===== config.mk =====
export PLATFORM = sky130hd
export DESIGN_NAME = metropolis_lattice_path_update
export DESIGN_NICKNAME = d
export VERILOG_FILES = /design/src/rtl/mlpu_pkg.sv /design/src/rtl/metropolis_lattice_path_update.sv /design/src/rtl/mlpu_ram.sv /design/src/rtl/mlpu_ctrl.sv /design/src/rtl/mlpu_dp.sv
export SDC_FILE = /design/constraint.sdc
export NUM_CORES = 2
export LEC_CHECK = 0
export CORE_MARGIN = 3
export CORE_UTILIZATION = 65
export CTS_BUF_LIST = sky130_fd_sc_hd__clkbuf_4 sky130_fd_sc_hd__clkbuf_8 sky130_fd_sc_hd__clkbuf_16
export DETAILED_ROUTE_END_ITERATION = 16
export DONT_BUFFER_PORTS = 1
export HOLD_SLACK_MARGIN = 0.03
export PLACE_DENSITY = 0.81
export SYNTH_ARGS = -nofsm -noshare
export SYNTH_HDL_FRONTEND = slang
export SYNTH_SLANG_ARGS = --single-unit

===== constraint.sdc =====
create_clock -name clk -period 29.1 [get_ports clk]
set_input_delay 2.91 -clock clk [delete_from_list [all_inputs] [get_ports clk]]
set_output_delay 2.91 -clock clk [all_outputs]
set_load 0.03 [all_outputs]

===== src/rtl/mlpu_pkg.sv =====
`default_nettype none

package mlpu_pkg;

  // default lattice length
  localparam int SITES_DEF = 10;

  // configuration register indexes
  localparam logic [1:0] CFG_STEP_WIDTH    = 2'd0;
  localparam logic [1:0] CFG_SPACING       = 2'd1;
  localparam logic [1:0] CFG_KINETIC_SCALE = 2'd2;
  localparam logic [1:0] CFG_QUARTIC_COEF  = 2'd3;

  // configuration reset values
  localparam logic [14:0] STEP_WIDTH_RST    = 15'd2867;
  localparam logic [15:0] SPACING_RST       = 16'd32768;
  localparam logic [15:0] KINETIC_SCALE_RST = 16'd1024;
  localparam logic [15:0] QUARTIC_COEF_RST  = 16'd16384;

  // item operation codes
  localparam logic OP_LOAD   = 1'b0;
  localparam logic OP_UPDATE = 1'b1;

  // integer part of the action change at or above which exp(-dS) reads as zero
  localparam logic [3:0] EXP_INT_LIMIT = 4'd12;

  typedef struct packed {
    logic               operation;
    logic [3:0]         load_site;
    logic signed [15:0] load_value;
    logic [15:0]        step_random;
    logic [15:0]        accept_random;
  } in_item_t;

  typedef struct packed {
    logic [3:0]         site_index;
    logic signed [15:0] new_position;
    logic               accepted;
    logic               sweep_end;
    logic [3:0]         accept_count;
  } out_item_t;

  // datapath step codes issued by the controller
  typedef enum logic [4:0] {
    ST_NONE,
    ST_CAPTURE,
    ST_LOAD,
    ST_END_RD,
    ST_END_WR,
    ST_RD_X,
    ST_RD_NB,
    ST_RD_PV,
    ST_XN,
    ST_DIFF,
    ST_KIN,
    ST_X4H,
    ST_X4L,
    ST_XN4H,
    ST_XN4L,
    ST_QX,
    ST_QXN,
    ST_PX,
    ST_PXN,
    ST_PS,
    ST_DS,
    ST_EXP1,
    ST_EXP2,
    ST_EXP3,
    ST_EXP4,
    ST_DEC,
    ST_EMIT
  } dp_step_t;

  typedef struct packed {
    dp_step_t step;
  } dp_cmd_t;

  typedef struct packed {
    logic is_load;
    logic at_end;
    logic out_free;
  } dp_status_t;

  // round(65536*exp(-m)), zero where the term no longer matters
  function automatic logic [16:0] exp_int(input logic [3:0] m);
    logic [16:0] v;
    case (m)
      4'd0:    v = 17'd65536;
      4'd1:    v = 17'd24109;
      4'd2:    v = 17'd8869;
      4'd3:    v = 17'd3263;
      4'd4:    v = 17'd1200;
      4'd5:    v = 17'd442;
      4'd6:    v = 17'd162;
      4'd7:    v = 17'd60;
      4'd8:    v = 17'd22;
      4'd9:    v = 17'd8;
      4'd10:   v = 17'd3;
      4'd11:   v = 17'd1;
      default: v = 17'd0;
    endcase
    return v;
  endfunction

  // round(65536*exp(-j/8))
  function automatic logic [16:0] exp_frac(input logic [2:0] j);
    logic [16:0] v;
    case (j)
      3'd0:    v = 17'd65536;
      3'd1:    v = 17'd57835;
      3'd2:    v = 17'd51039;
      3'd3:    v = 17'd45042;
      3'd4:    v = 17'd39750;
      3'd5:    v = 17'd35079;
      3'd6:    v = 17'd30957;
      default: v = 17'd27319;
    endcase
    return v;
  endfunction

endpackage

`default_nettype wire


===== src/rtl/metropolis_lattice_path_update.sv =====
`default_nettype none

// Metropolis update engine for a closed lattice path of SITES positions
// (signed Q3.12). Each update transaction visits the current site, proposes a
// shifted position, forms the local change of the Euclidean action and keeps
// or rejects the shift; the transaction at the last site copies site 0 into it
// and closes the sweep. Load transactions write single positions (hot start);
// after reset all positions are zero. One transaction is handled at a time:
// an update has the controller step the single shared 42x22 multiplier
// through the proposal shift, the squares, the kinetic product, the quartic
// terms, the action scaling and the exp table products. The next transaction
// is accepted as soon as the result sits in the output register. Input is
// stalled during reset. Configuration writes are ready whenever reset is low
// and must be made while no transaction is in progress.
module metropolis_lattice_path_update #(
  parameter int SITES = mlpu_pkg::SITES_DEF
) (
  input  wire logic                clk,
  input  wire logic                rst,
  input  wire logic                in_valid,
  output logic                     in_stall,
  input  wire mlpu_pkg::in_item_t  in_data,
  output logic                     out_valid,
  input  wire logic                out_stall,
  output mlpu_pkg::out_item_t      out_data,
  input  wire logic                cfg_valid,
  output logic                     cfg_ready,
  input  wire logic [1:0]          cfg_index,
  input  wire logic [15:0]         cfg_data
);

  mlpu_pkg::dp_cmd_t    cmd;
  mlpu_pkg::dp_status_t status;

  assign cfg_ready = !rst;

  mlpu_ctrl u_ctrl (
    .clk      (clk),
    .rst      (rst),
    .in_valid (in_valid),
    .in_stall (in_stall),
    .status   (status),
    .cmd      (cmd)
  );

  mlpu_dp #(
    .SITES (SITES)
  ) u_dp (
    .clk       (clk),
    .rst       (rst),
    .cmd       (cmd),
    .status    (status),
    .in_data   (in_data),
    .cfg_valid (cfg_valid),
    .cfg_index (cfg_index),
    .cfg_data  (cfg_data),
    .out_valid (out_valid),
    .out_stall (out_stall),
    .out_data  (out_data)
  );

endmodule

`default_nettype wire


===== src/rtl/mlpu_ram.sv =====
`default_nettype none

module mlpu_ram #(
  parameter int WIDTH = 16,
  parameter int DEPTH = 10,
  localparam int AW = (DEPTH > 1) ? $clog2(DEPTH) : 1
) (
  input  wire logic             clk,
  input  wire logic             we,
  input  wire logic [AW-1:0]    waddr,
  input  wire logic [WIDTH-1:0] wdata,
  input  wire logic [AW-1:0]    raddr,
  output logic      [WIDTH-1:0] rdata
);

  logic [WIDTH-1:0] mem [DEPTH];

  // one write port, registered read port
  always_ff @(posedge clk) begin
    if (we) begin
      mem[waddr] <= wdata;
    end
    rdata <= mem[raddr];
  end

endmodule

`default_nettype wire


===== src/rtl/mlpu_ctrl.sv =====
`default_nettype none

module mlpu_ctrl (
  input  wire logic                 clk,
  input  wire logic                 rst,
  input  wire logic                 in_valid,
  output logic                      in_stall,
  input  wire mlpu_pkg::dp_status_t status,
  output mlpu_pkg::dp_cmd_t         cmd
);

  typedef enum logic [4:0] {
    S_IDLE,
    S_BRANCH,
    S_END_WR,
    S_RD_NB,
    S_RD_PV,
    S_XN,
    S_DIFF,
    S_KIN,
    S_X4H,
    S_X4L,
    S_XN4H,
    S_XN4L,
    S_QX,
    S_QXN,
    S_PX,
    S_PXN,
    S_PS,
    S_DS,
    S_EXP1,
    S_EXP2,
    S_EXP3,
    S_EXP4,
    S_DEC,
    S_RESULT
  } state_t;

  state_t state;
  state_t state_next;

  // one item in flight, input taken only when idle and out of reset
  assign in_stall = rst || (state != S_IDLE);

  // next state and datapath step
  always_comb begin
    state_next = state;
    cmd.step   = mlpu_pkg::ST_NONE;
    unique case (state)
      S_IDLE: begin
        if (in_valid) begin
          cmd.step   = mlpu_pkg::ST_CAPTURE;
          state_next = S_BRANCH;
        end
      end
      S_BRANCH: begin
        if (status.is_load) begin
          cmd.step   = mlpu_pkg::ST_LOAD;
          state_next = S_RESULT;
        end else if (status.at_end) begin
          cmd.step   = mlpu_pkg::ST_END_RD;
          state_next = S_END_WR;
        end else begin
          cmd.step   = mlpu_pkg::ST_RD_X;
          state_next = S_RD_NB;
        end
      end
      S_END_WR: begin
        cmd.step   = mlpu_pkg::ST_END_WR;
        state_next = S_RESULT;
      end
      S_RD_NB: begin
        cmd.step   = mlpu_pkg::ST_RD_NB;
        state_next = S_RD_PV;
      end
      S_RD_PV: begin
        cmd.step   = mlpu_pkg::ST_RD_PV;
        state_next = S_XN;
      end
      S_XN: begin
        cmd.step   = mlpu_pkg::ST_XN;
        state_next = S_DIFF;
      end
      S_DIFF: begin
        cmd.step   = mlpu_pkg::ST_DIFF;
        state_next = S_KIN;
      end
      S_KIN: begin
        cmd.step   = mlpu_pkg::ST_KIN;
        state_next = S_X4H;
      end
      S_X4H: begin
        cmd.step   = mlpu_pkg::ST_X4H;
        state_next = S_X4L;
      end
      S_X4L: begin
        cmd.step   = mlpu_pkg::ST_X4L;
        state_next = S_XN4H;
      end
      S_XN4H: begin
        cmd.step   = mlpu_pkg::ST_XN4H;
        state_next = S_XN4L;
      end
      S_XN4L: begin
        cmd.step   = mlpu_pkg::ST_XN4L;
        state_next = S_QX;
      end
      S_QX: begin
        cmd.step   = mlpu_pkg::ST_QX;
        state_next = S_QXN;
      end
      S_QXN: begin
        cmd.step   = mlpu_pkg::ST_QXN;
        state_next = S_PX;
      end
      S_PX: begin
        cmd.step   = mlpu_pkg::ST_PX;
        state_next = S_PXN;
      end
      S_PXN: begin
        cmd.step   = mlpu_pkg::ST_PXN;
        state_next = S_PS;
      end
      S_PS: begin
        cmd.step   = mlpu_pkg::ST_PS;
        state_next = S_DS;
      end
      S_DS: begin
        cmd.step   = mlpu_pkg::ST_DS;
        state_next = S_EXP1;
      end
      S_EXP1: begin
        cmd.step   = mlpu_pkg::ST_EXP1;
        state_next = S_EXP2;
      end
      S_EXP2: begin
        cmd.step   = mlpu_pkg::ST_EXP2;
        state_next = S_EXP3;
      end
      S_EXP3: begin
        cmd.step   = mlpu_pkg::ST_EXP3;
        state_next = S_EXP4;
      end
      S_EXP4: begin
        cmd.step   = mlpu_pkg::ST_EXP4;
        state_next = S_DEC;
      end
      S_DEC: begin
        cmd.step   = mlpu_pkg::ST_DEC;
        state_next = S_RESULT;
      end
      S_RESULT: begin
        if (status.out_free) begin
          cmd.step   = mlpu_pkg::ST_EMIT;
          state_next = S_IDLE;
        end
      end
      default: begin
        state_next = S_IDLE;
      end
    endcase
  end

  // state register
  always_ff @(posedge clk) begin
    if (rst) begin
      state <= S_IDLE;
    end else begin
      state <= state_next;
    end
  end

endmodule

`default_nettype wire


===== src/rtl/mlpu_dp.sv =====
`default_nettype none

module mlpu_dp #(
  parameter int SITES = mlpu_pkg::SITES_DEF
) (
  input  wire logic                clk,
  input  wire logic                rst,
  input  wire mlpu_pkg::dp_cmd_t   cmd,
  output mlpu_pkg::dp_status_t     status,
  input  wire mlpu_pkg::in_item_t  in_data,
  input  wire logic                cfg_valid,
  input  wire logic [1:0]          cfg_index,
  input  wire logic [15:0]         cfg_data,
  output logic                     out_valid,
  input  wire logic                out_stall,
  output mlpu_pkg::out_item_t      out_data
);

  localparam int IW = (SITES > 1) ? $clog2(SITES) : 1;
  localparam logic [IW-1:0] LAST = IW'(SITES - 1);

  // configuration
  logic [14:0] step_width;
  logic [15:0] spacing;
  logic [15:0] kinetic_scale;
  logic [15:0] quartic_coef;

  // control state
  logic [IW-1:0]    ptr;
  logic [3:0]       cnt;
  logic [SITES-1:0] vbits;
  logic             rdv;

  // working registers
  mlpu_pkg::in_item_t  item;
  mlpu_pkg::out_item_t res;
  logic signed [15:0]  x, nb, pv, xn;
  logic signed [16:0]  dd;
  logic signed [19:0]  ss;
  logic [30:0]         x2, xn2;
  logic signed [36:0]  kd;
  logic [63:0]         acc;
  logic [36:0]         x4, xn4;
  logic signed [41:0]  kterm;
  logic [39:0]         px;
  logic signed [40:0]  pd;
  logic signed [43:0]  ds;
  logic [16:0]         p1;
  logic [24:0]         g;
  logic signed [63:0]  mul_q;

  // memory ports and multiplier operands
  logic               we;
  logic [IW-1:0]      waddr;
  logic signed [15:0] wdata;
  logic [IW-1:0]      raddr;
  logic [15:0]        ram_rd;
  logic signed [41:0] ma;
  logic signed [21:0] mb;

  // derived values
  logic signed [15:0] rdx;
  logic signed [17:0] r2;
  logic signed [17:0] rho;
  logic signed [17:0] xsum;
  logic signed [15:0] xsat;
  logic signed [19:0] ss_one, ss_two;
  logic [63:0]        sum4;
  logic               big;
  logic [16:0]        pdec;
  logic               take;
  logic               load_ok;
  logic [3:0]         cnt_inc;

  mlpu_ram #(
    .WIDTH (16),
    .DEPTH (SITES)
  ) u_ram (
    .clk   (clk),
    .we    (we),
    .waddr (waddr),
    .wdata (wdata),
    .raddr (raddr),
    .rdata (ram_rd)
  );

  // never-written sites read as zero
  assign rdx = rdv ? $signed(ram_rd) : 16'sd0;

  // proposal shift and saturated position
  assign r2   = $signed({1'b0, item.step_random, 1'b0}) - 18'sd65536;
  assign rho  = $signed(mul_q[33:16]);
  assign xsum = 18'(x) + rho;
  always_comb begin
    if (xsum > 18'sd32767) begin
      xsat = 16'sh7FFF;
    end else if (xsum < -18'sd32768) begin
      xsat = 16'sh8000;
    end else begin
      xsat = xsum[15:0];
    end
  end

  // kinetic change is (x - xn) times this sum
  assign ss_one = (20'(nb) <<< 1) - 20'(xn) - 20'(x);
  assign ss_two = (20'(nb) + 20'(pv) - 20'(xn) - 20'(x)) <<< 1;

  assign sum4 = acc + $unsigned(mul_q);

  // acceptance test
  assign big     = (ds[43:28] != '0) || (ds[27:24] >= mlpu_pkg::EXP_INT_LIMIT);
  assign pdec    = mul_q[40:24];
  assign take    = (ds <= 44'sd0) ||
                   ({1'b0, item.accept_random} <= (big ? 17'd0 : pdec));
  assign load_ok = {1'b0, item.load_site} < 5'(SITES);
  assign cnt_inc = (cnt == 4'hF) ? cnt : cnt + 4'd1;

  assign status.is_load  = (item.operation == mlpu_pkg::OP_LOAD);
  assign status.at_end   = (ptr == LAST);
  assign status.out_free = !out_valid || !out_stall;

  // memory access and multiplier operand select per step
  always_comb begin
    raddr = '0;
    we    = 1'b0;
    waddr = '0;
    wdata = '0;
    ma    = '0;
    mb    = '0;
    unique case (cmd.step)
      mlpu_pkg::ST_END_WR: begin
        we    = 1'b1;
        waddr = LAST;
        wdata = rdx;
      end
      mlpu_pkg::ST_LOAD: begin
        we    = load_ok;
        waddr = item.load_site[IW-1:0];
        wdata = item.load_value;
      end
      mlpu_pkg::ST_RD_X: begin
        raddr = ptr;
      end
      mlpu_pkg::ST_RD_NB: begin
        raddr = ptr + IW'(1);
      end
      mlpu_pkg::ST_RD_PV: begin
        raddr = (ptr == '0) ? '0 : ptr - IW'(1);
        ma    = 42'(r2);
        mb    = 22'(step_width);
      end
      mlpu_pkg::ST_XN: begin
        ma = 42'(x);
        mb = 22'(x);
      end
      mlpu_pkg::ST_DIFF: begin
        ma = 42'(xn);
        mb = 22'(xn);
      end
      mlpu_pkg::ST_KIN: begin
        ma = 42'(ss);
        mb = 22'(dd);
      end
      mlpu_pkg::ST_X4H: begin
        ma = 42'(x2);
        mb = 22'(x2[30:15]);
      end
      mlpu_pkg::ST_X4L: begin
        ma = 42'(x2);
        mb = 22'(x2[14:0]);
      end
      mlpu_pkg::ST_XN4H: begin
        ma = 42'(xn2);
        mb = 22'(xn2[30:15]);
      end
      mlpu_pkg::ST_XN4L: begin
        ma = 42'(xn2);
        mb = 22'(xn2[14:0]);
      end
      mlpu_pkg::ST_QX: begin
        ma = 42'(kd);
        mb = 22'(kinetic_scale);
      end
      mlpu_pkg::ST_QXN: begin
        ma = 42'(x4);
        mb = 22'(quartic_coef);
      end
      mlpu_pkg::ST_PX: begin
        ma = 42'(xn4);
        mb = 22'(quartic_coef);
      end
      mlpu_pkg::ST_PS: begin
        ma = 42'(pd);
        mb = 22'(spacing);
      end
      mlpu_pkg::ST_EXP1: begin
        ma = 42'(mlpu_pkg::exp_int(ds[27:24]));
        mb = 22'(mlpu_pkg::exp_frac(ds[23:21]));
      end
      mlpu_pkg::ST_EXP2: begin
        ma = 42'(ds[20:0]);
        mb = 22'(ds[20:0]);
      end
      mlpu_pkg::ST_EXP4: begin
        ma = 42'(g);
        mb = 22'(p1);
      end
      mlpu_pkg::ST_DEC: begin
        we    = take;
        waddr = ptr;
        wdata = xn;
      end
      default: begin
      end
    endcase
  end

  // configuration registers
  always_ff @(posedge clk) begin
    if (rst) begin
      step_width    <= mlpu_pkg::STEP_WIDTH_RST;
      spacing       <= mlpu_pkg::SPACING_RST;
      kinetic_scale <= mlpu_pkg::KINETIC_SCALE_RST;
      quartic_coef  <= mlpu_pkg::QUARTIC_COEF_RST;
    end else if (cfg_valid) begin
      unique case (cfg_index)
        mlpu_pkg::CFG_STEP_WIDTH:    step_width    <= cfg_data[14:0];
        mlpu_pkg::CFG_SPACING:       spacing       <= cfg_data;
        mlpu_pkg::CFG_KINETIC_SCALE: kinetic_scale <= cfg_data;
        mlpu_pkg::CFG_QUARTIC_COEF:  quartic_coef  <= cfg_data;
        default: begin
        end
      endcase
    end
  end

  // sweep pointer, accept counter, site valid bits, output valid
  always_ff @(posedge clk) begin
    if (rst) begin
      ptr       <= '0;
      cnt       <= '0;
      vbits     <= '0;
      out_valid <= 1'b0;
    end else begin
      if (we) begin
        vbits[waddr] <= 1'b1;
      end
      if (cmd.step == mlpu_pkg::ST_END_WR) begin
        ptr <= '0;
        cnt <= '0;
      end else if (cmd.step == mlpu_pkg::ST_DEC) begin
        ptr <= ptr + IW'(1);
        if (take) begin
          cnt <= cnt_inc;
        end
      end
      if (cmd.step == mlpu_pkg::ST_EMIT) begin
        out_valid <= 1'b1;
      end else if (!out_stall) begin
        out_valid <= 1'b0;
      end
    end
  end

  // shared multiplier
  always_ff @(posedge clk) begin
    mul_q <= ma * mb;
    rdv   <= vbits[raddr];
  end

  // working registers loaded per step
  always_ff @(posedge clk) begin
    case (cmd.step)
      mlpu_pkg::ST_CAPTURE: item <= in_data;
      mlpu_pkg::ST_RD_NB:   x    <= rdx;
      mlpu_pkg::ST_RD_PV:   nb   <= rdx;
      mlpu_pkg::ST_XN: begin
        pv <= (ptr == '0) ? 16'sd0 : rdx;
        xn <= xsat;
      end
      mlpu_pkg::ST_DIFF: begin
        x2 <= mul_q[30:0];
        dd <= 17'(x) - 17'(xn);
        ss <= (ptr == '0) ? ss_one : ss_two;
      end
      mlpu_pkg::ST_KIN:   xn2   <= mul_q[30:0];
      mlpu_pkg::ST_X4H:   kd    <= $signed(mul_q[36:0]);
      mlpu_pkg::ST_X4L:   acc   <= {mul_q[48:0], 15'd0};
      mlpu_pkg::ST_XN4H:  x4    <= sum4[60:24];
      mlpu_pkg::ST_XN4L:  acc   <= {mul_q[48:0], 15'd0};
      mlpu_pkg::ST_QX:    xn4   <= sum4[60:24];
      mlpu_pkg::ST_QXN:   kterm <= $signed(mul_q[53:12]);
      mlpu_pkg::ST_PX:    px    <= 40'(x2[30:1]) + 40'(mul_q[52:14]);
      mlpu_pkg::ST_PXN: begin
        pd <= $signed(41'(xn2[30:1]) + 41'(mul_q[52:14])) - $signed({1'b0, px});
      end
      mlpu_pkg::ST_DS:    ds    <= 44'(kterm) + $signed(mul_q[58:15]);
      mlpu_pkg::ST_EXP2:  p1    <= mul_q[32:16];
      mlpu_pkg::ST_EXP3: begin
        g <= 25'd16777216 - 25'(ds[20:0]) + 25'(mul_q[41:25]);
      end
      mlpu_pkg::ST_LOAD: begin
        res.site_index   <= item.load_site;
        res.new_position <= load_ok ? item.load_value : 16'sd0;
        res.accepted     <= 1'b0;
        res.sweep_end    <= 1'b0;
        res.accept_count <= cnt;
      end
      mlpu_pkg::ST_END_WR: begin
        res.site_index   <= 4'(SITES - 1);
        res.new_position <= rdx;
        res.accepted     <= 1'b0;
        res.sweep_end    <= 1'b1;
        res.accept_count <= cnt;
      end
      mlpu_pkg::ST_DEC: begin
        res.site_index   <= 4'(ptr);
        res.new_position <= take ? xn : x;
        res.accepted     <= take;
        res.sweep_end    <= 1'b0;
        res.accept_count <= take ? cnt_inc : cnt;
      end
      default: begin
      end
    endcase
  end

  // output payload
  always_ff @(posedge clk) begin
    if (cmd.step == mlpu_pkg::ST_EMIT) begin
      out_data <= res;
    end
  end

endmodule

`default_nettype wire


== Word-level counts from Yosys, hierarchy flattened ==
Memory sizes are Yosys's and may differ from the RTL's. A register that Yosys moved wholly into a read port is not among the register bits.
Index checks and enable logic that the tools add are counted.
Widths: inputs -> output; s select.
Word-level totals
  bits in registers: 783
  RAM bits: 160
  bits in read-only memories: 240
  input port bits: 76
  output and inout port bits: 29
  logic and storage cells: 200
  memories kept: 2
Memories
  (no name shown): depth 16, bits a word 15, rd ports 1, clocked after Yosys merged registers in 1, write ports 0, line mlpu_pkg.sv:87  | case (m)
  u_dp.u_ram.mem: depth 10, bits a word 16, rd ports 1, clocked after Yosys merged registers in 1, write ports 1, line mlpu_ram.sv:16  | logic [WIDTH-1:0] mem [DEPTH];
Operators by class
  add/sub/neg operators: 18
  $mul: 1
  $lt $le $gt $ge: 9
  equal/unequal tests: 62
  mux-type cells: 36
  bitwise gates (word level): 1
  reductions and logical operators: 26
Operator list (number)
  $pmux 42 s13: 1
  $pmux 22 s14: 1
  $pmux 5 s24: 1
  $pmux 17 s7: 1
  $pmux 5 s23: 1
  $eq 5x5->1 const B: 19
  $add 30x39->40: 2
  $eq 5x4->1 const B: 16
  $pmux 26 s3: 1
  $mux 16: 4
  $add 61x61->61: 1
  $mul 42x22->61: 1
  $pmux 16 s3: 1
  $add 42x44->44: 1
  $le 44x1->1 const B: 1
  $sub 41x41->41: 1
  $eq 5x3->1 const B: 8
  $sub 17x16->18: 2
  $add 25x17->25: 1
  $mux 5: 5
  $sub 25x21->25 const A: 1
  $pmux 4 s3: 2
  $mux 20: 1
  $sub 18x16->19: 1
  other kinds (44): 79

== Depth between registers and ports, before layout ==
  word-level depth: 11
  mapped depth: 41
  depth with buffers taken out: 38

== Modules after synthesis ==
Synthesis repeated with hierarchy kept, for this count alone.
Second synthesis, totals
  cell total of the unflattened synthesis: 7623
  area total of the unflattened synthesis: 79449.9 sq um
Modules (own cells, without submodules)
  mlpu_dp: times used 1, cells each 7194, area an instance 72241.8 sq um, sequential area each 22201.3 sq um
  mlpu_ram: times used 1, cells each 358, area an instance 6712.7 sq um, sequential area each 5124.9 sq um
  mlpu_ctrl: times used 1, cells each 70, area an instance 491.7 sq um, sequential area each 100.1 sq um
  metropolis_lattice_path_update: times used 1, cells each 1, area an instance 3.8 sq um, sequential area each 0.0 sq um

== Worst setup path before layout ==
OpenSTA, ideal clock, no wires.
  path type: input to register
  start: input port in_valid
  end: register u_dp.mul_q[47]
  library setup time: 0.119 ns
  data arrival time: 11.960 ns
  required time: 28.981 ns
  setup slack: 17.021 ns
  cell stages on the path: 36
  buffers on the path: 3
  path through: nor2b_1 > a31oi_1 > a2bb2oi_1 > o21ai_4 > buf_4 > nand2_1 > nor2_2 > clkbuf_1 > a22oi_1 > nand3_1 > clkbuf_1 > nand2_1 > fa_1 > inv_1 > fa_1 > inv_1 > fa_1 > inv_1 > fa_1 > fa_1 > fa_1 > inv_1 > fa_1 > inv_1 > ha_1 > a21o_1 > a21o_1 > nand2_1 > and4_1 > and2_1 > o41a_1 > o21ai_0 > a41oi_1 > o21ai_0 > a31oi_1 > xnor2_1
On the way
  cells in the longest elaborated chain, start to end: 6
  elaborated cells between the ends (all ways): 23
  classes of those cells: 1 x mul; 15 x eq/ne; 4 x mux; 3 x reduce/logical
Ends and longest elaborated chain
  start, declared: line metropolis_lattice_path_update.sv:20  | input wire logic in_valid,
  $mux 1 (*): line mlpu_ctrl.sv:51  | if (in_valid) begin
  $pmux 5 s24 (*): line mlpu_ctrl.sv:49  | unique case (state)
  $eq 5x5->1 or $eq 5x4->1 (tied branches): line mlpu_dp.sv:130  | unique case (cmd.step)
  $reduce_or 2->1 (no source line)
  $pmux 22 s14 or $pmux 42 s13 (tied branches): line mlpu_dp.sv:130
  $mul 42x22->61 (*): line mlpu_dp.sv:267  | mul_q <= ma * mb;
  end signal, assigned: line mlpu_dp.sv:267
  end, declared: line mlpu_dp.sv:50  | logic signed [63:0] mul_q;
Mark *: on every way between the ends. The rest lies on a longest branch, timed or not.
A chain may end at the register's enable or synchronous reset.

== Worst setup path in the final report ==
  start: input port in_valid
  end: register u_dp.mul_q[59]
The elaborated chain is that of the path after synthesis.

==> reports/summary.txt <==
Final Util: 70.0%
Total global routing overflow: 0
GR Util met3: 8.55%
Most frequent CP cell: fa_1
Number of buffers added on ports: 0
Sequential element share of the synthesized area: 34.1%
Most common cell in the netlist: inv_1
Die height: 358 um
Yosys top cell area share: 29.6%
Critical path class: in2reg
Routing usage on met1: 52.6%
All-Layer GR Usage: 39.2%
DR DRC count: 0
Vias per inst: 6.41
GRT busiest layer: met2
Hold Crit Depth: 0
Drt pass-1 iters: 9
Setup-failing EPs final: 0
Slew margin rel.: 2.11%
Cts repair resizes: 0
Final GP Congestion: 1.03
Avg WL per Cell: 26.3 um
Crit path buf inv count: 7
Syn Nets: 9289
Core Rows: 128
Slew @ Worst Pin: 1470 ps
Status: finished, final reports clean
Cell depth of the worst setup path: 36
RSZ-0062 raised after global routing: no
Post-synthesis register bit count: 973
Final period util: 48.7%
Fill count: 8924
Commonest cells post-synth: inv_1 (1169), nand2_1 (1085), fa_1 (905)
Mean Syn Cell Area: 10.3 um2
Syn Inst Count: 7807
Dpl hpwl: 185 mm
First-pass GRT wire length: 372 mm
Synth warnings: 0
CP Data Arrival Time: 14810 ps
Drt total wl: 248 mm
Clk buf depth: 3
Initial antenna violation count: 19
Critical path's largest stage delay: 970 ps
Width of the die: 358 um
Top Ports: 105
Starting Density: 65.7%
Place WS: 14530 ps
Final Max Slew Viols: 0
Critical-path top delay cell: nand3_1
Fin Hold WS: 419 ps
Vias in the first global route: 60800
Placeable core area: 122000 um2
Grt met2 use: 60.5%
Initial drt markers: 7713
Die ar.: 128000 um2
Setup crit start kind: primary input
Final #Nets: 9205
Reg2Reg Depth: 35
Clk root buf: clkbuf_16
FFs w/ async S/R, synth: 0%
Maximum VDD drop: 64.4 uV
Synth area leaders: edfxtp_1 (30%), fa_1 (23%), ha_1 (7.8%)
Clk slew on worst S/H paths: 60 ps
Top delay family on crit path: adder cells
CP Capture Type: flop
Crit-path max FO: 46
CTS Hold Bufs: 0
Hold/Removal Path Class: reg2reg
Synth cell types: 111
Antenna-violating nets left: 0
Worst EP required: 29730 ps
Postcts setup bufs: 0
Final worst slack: 14920 ps
Setup TNS: 0 ps
LEAKAGE: 0.0381 uW
Skew final: 53.9 ps
Largest net degree at the start of global routing: 86
Vias: 60500
CTS Sinks: 973
Final hold violations: 0
Total Power: 6580 uW
Cell taking the most area after synthesis: edfxtp_1
CTS buffer count: 97
Synthesis-to-layout area growth: 6.48%
Share of cells above drive strength 1: 5.60%
TritonCTS clock tree: done
PD cells: 76.8 nW/um2
Synth Cell Area: 80400 um2
Crit path time final: 14180 ps
FMAX: 70.5 MHz
Clock latency on the worst-skew pair: 750 ps
H-tree lvl count: 3
Max cap viols: 0
EDFF count, synth: 794
Predominant post-synthesis flop cell: edfxtp_1
==> layout make-up <==
| cell class | count | area [um2] | share of cell area, % |
|---|---|---|---|
| timing repair buffer | 123 | 923 | 1.08 |
| multi-input combinational | 5351 | 47300 | 55.2 |
| tap | 1625 | 2030 | 2.37 |
| antenna | 8 | 20.0 | 0.0234 |
| clock inverter | 59 | 791 | 0.923 |
| sequential | 973 | 27400 | 32.0 |
| clock buffer | 123 | 2720 | 3.18 |
| inverter | 1177 | 4420 | 5.16 |
==> cells in the final DEF (no fill, tap or decap), types with 21 or more instances in the layout <==
| master | n |
|---|---|
| nand4_1 | 46 |
| ha_1 | 501 |
| mux2i_1 | 29 |
| nand3_1 | 109 |
| nor2b_1 | 67 |
| a21o_1 | 159 |
| fa_1 | 905 |
| or3_1 | 24 |
| a31oi_1 | 67 |
| buf_4 | 123 |
| a221o_1 | 23 |
| a211oi_1 | 62 |
| dfxtp_1 | 179 |
| xnor2_1 | 228 |
| nand2_1 | 1084 |
| and3_1 | 33 |
| nor3_1 | 68 |
| nand2b_1 | 94 |
| edfxtp_1 | 794 |
| xor2_1 | 106 |
| a221oi_1 | 23 |
| nor2_1 | 348 |
| o21bai_1 | 42 |
| clkbuf_16 | 100 |
| o21ai_0 | 199 |
| o21a_1 | 66 |
| and2_1 | 134 |
| a22oi_1 | 44 |
| a21oi_1 | 447 |
| and2_0 | 21 |
| a222oi_1 | 64 |
| inv_1 | 1169 |
| o211ai_1 | 31 |
| mux2_2 | 22 |
| a21boi_0 | 22 |
==> path summary, 6_finish.rpt <==
check | from | endpoint | slack (ps)
max reg2reg | u_ctrl.state[4] | u_dp.mul_q[59] | 16230
min | u_dp.res[25] | u_dp.out_data[25] | 420
max | in_valid | u_dp.mul_q[59] | 14920
min reg2reg | u_dp.res[25] | u_dp.out_data[25] | 420
==> stage by stage <==
| step | cells | area [um2] |
|---|---|---|
| final | 9439 | 85600 |
| after floorplan | 7807 | 80400 |
| after global placement | 9249 | 82100 |
| after detailed placement | 9249 | 82100 |
| after global routing | 9432 | 85600 |
| after CTS | 9431 | 85600 |
==> kinds of logic (layout without fill, tap and decap cells) <==
kind of cell,Yosys count,count (layout),share of synthesized area [%]
compound gates,1400,1400,11.6
xor+xnor,334,334,3.64
fa+ha+maj,1406,1406,30.3
buf+inv,1483,1482,7.29
flops,973,973,34.1
mux,52,52,0.686
other cells,0,8,0
simple gates,2159,2159,12.4
==> metal layers <==
layer	vias to the layer above	routed length, um
met4	12	15700
met1	29900	91500
met2	3869	111000
li1	25900	-
met3	842	29900
met5	-	88
==> flip-flops by register name, summed over array words and instances, names as in the netlist, 40 cells and up, named ones only <==
signal and count:
u_dp.acc 46, u_dp.ds 44, u_dp.item 53, u_dp.kterm 42, u_dp.mul_q 61, u_dp.pd 41, u_dp.px 40, u_dp.u_ram.mem 160
==> where the power goes <==
part,internal (uW),switching (uW),leakage [uW]
logic,1090,2220,0.0277
clock network,795,584,0.00172
registers,1770,119,0.00878
No activity file was read; power rests on OpenSTA's default activity.
